`src/hw/rtl/deq_occ_pkg.sv`:
```
package deq_occ_pkg;

  localparam int unsigned COORD_W   = 5;
  localparam int unsigned ENTRIES_W = 11;
  localparam int unsigned STATUS_W  = 2;
  localparam int unsigned OP_W      = 3;

  typedef enum logic [OP_W-1:0] {
    OP_PUSH_FRONT = 3'd0,
    OP_PUSH_REAR  = 3'd1,
    OP_POP_FRONT  = 3'd2,
    OP_POP_REAR   = 3'd3,
    OP_PEEK       = 3'd4
  } deq_op_e;

  typedef enum logic [STATUS_W-1:0] {
    ST_OK    = 2'd0,
    ST_EMPTY = 2'd1,
    ST_FULL  = 2'd2
  } deq_status_e;

  typedef enum logic [1:0] {
    S_IDLE,
    S_FETCH,
    S_EMIT
  } deq_state_e;

  typedef struct packed {
    logic [COORD_W-1:0] x;
    logic [COORD_W-1:0] y;
  } point_t;

  typedef struct packed {
    logic   wr;
    logic   set;
    point_t pt;
  } cell_req_t;

endpackage

```
`src/hw/rtl/deq_occ_cell_map.sv`:
```
module deq_occ_cell_map #(
  parameter int unsigned GRID_DIM = 32
) (
  input  logic                     clk_i,
  input  logic                     rst_ni,
  input  deq_occ_pkg::cell_req_t   req_i,
  output logic                     busy_o
);

  localparam int unsigned CELLS   = GRID_DIM * GRID_DIM;
  localparam int unsigned CELL_AW = $clog2(CELLS);

  logic                mem [CELLS];
  logic [CELL_AW-1:0]  clr_q, clr_d;
  logic                clearing_q, clearing_d;
  logic                in_grid;
  logic [CELL_AW-1:0]  req_addr;
  logic                wr_en;
  logic [CELL_AW-1:0]  wr_addr;
  logic                wr_val;

  assign in_grid  = (32'(req_i.pt.x) < 32'(GRID_DIM)) && (32'(req_i.pt.y) < 32'(GRID_DIM));
  assign req_addr = CELL_AW'(32'(req_i.pt.x) * 32'(GRID_DIM) + 32'(req_i.pt.y));

  always_comb begin
    clr_d      = clr_q;
    clearing_d = clearing_q;
    wr_en      = 1'b0;
    wr_addr    = req_addr;
    wr_val     = req_i.set;
    if (clearing_q) begin
      wr_en   = 1'b1;
      wr_addr = clr_q;
      wr_val  = 1'b0;
      clr_d   = clr_q + CELL_AW'(1);
      if (clr_q == CELL_AW'(CELLS - 1)) begin
        clearing_d = 1'b0;
      end
    end else if (req_i.wr && in_grid) begin
      wr_en = 1'b1;
    end
  end

  always_ff @(posedge clk_i or negedge rst_ni) begin
    if (!rst_ni) begin
      clr_q      <= '0;
      clearing_q <= 1'b1;
    end else begin
      clr_q      <= clr_d;
      clearing_q <= clearing_d;
    end
  end

  always_ff @(posedge clk_i) begin
    if (wr_en) begin
      mem[wr_addr] <= wr_val;
    end
  end

  assign busy_o = clearing_q;

endmodule

```
`config.mk`:
```
export PLATFORM = sky130hd
export DESIGN_NAME = deq_occ_cell_map
export DESIGN_NICKNAME = d
export VERILOG_FILES = /design/src/hw/rtl/deq_occ_pkg.sv /design/src/hw/rtl/deq_occ_cell_map.sv
export SDC_FILE = /design/constraint.sdc
export NUM_CORES = 1
export LEC_CHECK = 0
export ABC_AREA = 1
export CORE_AREA = 4 4 41 43
export CTS_CLUSTER_DIAMETER = 80
export CTS_CLUSTER_SIZE = 25
export DETAILED_ROUTE_END_ITERATION = 12
export DIE_AREA = 0 0 45 47
export DONT_BUFFER_PORTS = 1
export GPL_TIMING_DRIVEN = 0
export PLACE_DENSITY = 0.52
export SLEW_MARGIN = 25
export SYNTH_ARGS = -nofsm -noshare
export SYNTH_HDL_FRONTEND = slang
export SYNTH_SLANG_ARGS = --single-unit
```
`constraint.sdc`:
```
create_clock -name clk_i -period 1.51 [get_ports clk_i]
set_input_delay 0.302 -clock clk_i [delete_from_list [all_inputs] [get_ports clk_i]]
set_output_delay 0.302 -clock clk_i [all_outputs]
set_load 0.01 [all_outputs]
```
======== Yosys cells after proc, flatten, opt, wreduce, memory -nomap -nowiden ========
Cells that the tools add are included.
W data, S select, Z words.
cells by class
  add/subtract/negate cells ............... 1
  equal/unequal tests ..................... 1
  multiplexer cells ....................... 2
operators with widths
  cell                     count
  $add A10 B1 Y10 const B  1
  $eq A10 B10 Y1 const B   1
  $mux W1                  2
word-level totals
  register bits ........................... 11
  input bits .............................. 14
  output and inout bits ................... 1
  word-level logic and storage cells ...... 6

======== Logic depth before layout (Yosys ltp) ========
  depth in word-level cells ............... 3
  mapped depth ............................ 7
  mapped depth without buffers ............ 6

======== Least setup slack after synthesis ========
OpenSTA, ideal clock, no wires.
  path type ............................... reg-to-reg
  start point ............................. register clearing_q, in the netlist busy_o
  end point ............................... register clr_q[8]
  setup time .............................. 117 ps
  data arrival time ....................... 1098 ps
  required time ........................... 1393 ps
  slack ................................... 296 ps
  cell stages (with the launch flop) ...... 7
  path buffers ............................ 1
  clock period less this slack ............ 1214 ps
  path through ............................ dfstp_2 -> buf_4 -> nand3_2 -> nor3_2 -> nand2_1 -> nand2_1 -> nand2_1
RTL lines
  what                    RTL line                text
  start, declared         deq_occ_cell_map.sv:15  logic clearing_q, clearing_d;
  start signal, assigned  deq_occ_cell_map.sv:50  clearing_q <= clearing_d;
  end signal, assigned    deq_occ_cell_map.sv:49  clr_q <= clr_d;
  end, declared           deq_occ_cell_map.sv:14  logic [CELL_AW-1:0] clr_q, clr_d;

==> flow_summary.json <==
{
  "status": "complete, no violations",
  "maxSlewViolCount": 0,
  "grt_pass1_vias": 358,
  "cts.clk_slew.worst_paths_ns": 0.07,
  "synth_area_leaders": "dfrtp_1 (46%), nand2_1 (9.0%), xor2_1 (6.5%)",
  "synth.net_count": 71,
  "post-route-period-util_pct": 86.54,
  "fp.dieW_um": 45,
  "h-tree-depth": 1,
  "routedWlPerCell_um": 10.55,
  "grt_max_degree": 12,
  "ioPinCount": 15,
  "setup_viol": 0,
  "arrival_ns": 1.46,
  "final_area_um2": 596.8,
  "yosysSeqAreaShare_pct": 51.04,
  "rr_worst_depth": 6,
  "cpMaxStageDelayCell": "dfstp_2",
  "r2r_slack_ns": 0.20,
  "numClockSinks": 11,
  "max_stage_delay_ns": 0.56,
  "final_cell_mix": "nand2_1 (13), dfrtp_1 (10), inv_1 (9), xor2_1 (4), clkbuf_4 (3)",
  "critPathMostFrequentCell": "nand2_1",
  "gr-usage-all-layers_pct": 10.28,
  "grt_pass1_wl_um": 1490,
  "drcViolationCount": 0,
  "synth_cell_type_count": 19,
  "drt_iter0_drc": 2,
  "hold_viol": 0,
  "yosys.area.top_type_share_pct": 46.19,
  "required_ns": 1.67,
  "place_ws_ns": 0.1847,
  "yosys_warnings": 0,
  "dieArea_um2": 2115,
  "worstPathMaxFanout": 7,
  "portBuffers": 0,
  "dp_hpwl_um": 620.1,
  "p_per_area_nw_per_um2": 826.3,
  "nets": 77,
  "clock_skew_ns": 0.002594,
  "syn-instance-count": 56,
  "viasPerCell": 4.526,
  "syn_area_per_cell_um2": 9.674,
  "num-fill-cells": 136,
  "antenna_found_initial": 0,
  "end_kind": "flop",
  "core_um2": 1301,
  "drt-total-wl_um": 802,
  "drt_first_pass_iters": 2,
  "fmaxAchievable_mhz": 765.3,
  "drive_gt1_share_pct": 21.31,
  "clock-root-buffer": "clkbuf_4",
  "rsz0062_at_grt": "false",
  "tritoncts": "built",
  "p_leak_nw": 0.3230,
  "tns_ns": 0,
  "regToRegStartpoint": "busy_o$_DFF_PN1_",
  "synth.cell_area_um2": 541.8,
  "synth_mux_area_share_pct": 2.079,
  "worst_slack_ns": 0.2033,
  "start_util_pct": 41.63,
  "hold_buffers": 1,
  "worst_pin_slew_ns": 0.4853,
  "drtAntennaViolNets": 0,
  "crit_chain": "buf_4 > nand3_2 > nor3_2 > nand2_1 > nand2_1 > nand2_1",
  "ir_drop_v": 0.0005196,
  "synthSimpleGateAreaFrac_pct": 25.40,
  "numCtsBuffers": 3,
  "synth_xor_area_share_pct": 9.700,
  "crit_type": "reg2reg",
  "ys_seq_elements": 11,
  "synth_top_family_by_area": "simple AND/OR/NAND/NOR gates",
  "period_minus_slack_ns": 1.307,
  "finalPower_mw": 0.4932,
  "synth_compound_gate_area_share_pct": 1.848,
  "antenna_cells": 0,
  "syn_to_final_growth_pct": 10.16,
  "cts_setup_buffers": 0,
  "vias": 344,
  "ctsResizeCount": 0,
  "overflow": 0,
  "synth-adder-area-share_pct": 2.309,
  "maxCapViolCount": 0,
  "cts.path.max_buffers": 2,
  "die_h_um": 47,
  "worstSetupStartpointType": "flop",
  "instances_no_fill": 76,
  "max-slew-margin-rel_pct": 67.54,
  "place.gp.congestion": 0.6914,
  "synth_area_leader_cell": "dfrtp_1",
  "final_util_pct": 45.87,
  "worstReg2RegEnd": "clr_q[8]$_DFFE_PN0P_",
  "dp_cells": 71,
  "holdWs_ns": 0.4353,
  "rows": 13,
  "final_common_cell": "nand2_1",
  "dpl_cell_area_um2": 560.5,
  "clock_latency_ns": 0.26,
  "hp-class": "in2async"
}
cell type report:
type | count | area (um^2) | area share, %
Buffer | 1 | 7.507 | 1.258
Timing Repair Buffer | 1 | 10.01 | 1.677
Tap cell | 15 | 18.77 | 3.145
Clock buffer | 4 | 26.28 | 4.403
Sequential cell | 11 | 276.5 | 46.33
Inverter | 9 | 33.78 | 5.660
Multi-Input combinational cell | 35 | 224.0 | 37.53
worst max path at each step:
stage	cells past startpoint	slack, ns	startpoint	endpoint
2_1_floorplan	6	0.30	busy_o$_DFF_PN1_	clr_q[8]$_DFFE_PN0P_
3_3_place_gp	6	0.20	busy_o$_DFF_PN1_	clr_q[8]$_DFFE_PN0P_
3_5_place_dp	6	0.18	busy_o$_DFF_PN1_	clr_q[8]$_DFFE_PN0P_
4_1_cts	6	0.17	busy_o$_DFF_PN1_	clr_q[8]$_DFFE_PN0P_
5_1_grt	6	0.08	busy_o$_DFF_PN1_	clr_q[8]$_DFFE_PN0P_
6_report	6	0.20	busy_o$_DFF_PN1_	clr_q[8]$_DFFE_PN0P_
cell usage after synthesis:
master,n
buf_4,1
dfrtp_1,10
dfstp_2,1
ha_1,1
inv_1,9
mux2_2,1
nand2_1,13
nand2_2,2
nand3_1,1
nand3_2,2
nand3b_1,1
nand4_1,2
nor2_1,1
nor2_2,1
nor2_4,1
nor3_2,1
o21ai_0,2
xnor2_1,2
xor2_1,4
logic make-up after synthesis:
family | count (synthesis)
adders and majority gates | 1
buffers and inverters | 10
AOI/OAI and AO/OA | 2
and+or+nand+nor | 25
DFF | 11
xor gates and xnor gates | 6
muxes | 1
flip-flops by register name, indices dropped and copies added (netlist names):
signal	count
clr_q	10
busy_o	1
layer usage:
metal	vias up	track usage, %	part of all wire (%)
li1	182	-	-
met2	4	16.38	47
met5	-	0	0
met1	158	11.42	49
met3	0	6.130	4.1
met4	0	3.509	0
power by group:
group          internal [mW]  switching (mW)
sequential             0.295               0
combinational        0.00177         0.00533
clock                  0.102          0.0893
total                  0.399          0.0946
worst max-delay path, delay by kind of cell (launching register included):
kind                   cells  cell delay [ns]
DFF                        1             0.56
buffers and inverters      1             0.16
and+or+nand+nor            5             0.48
Power figures use the tool's default switching activity.
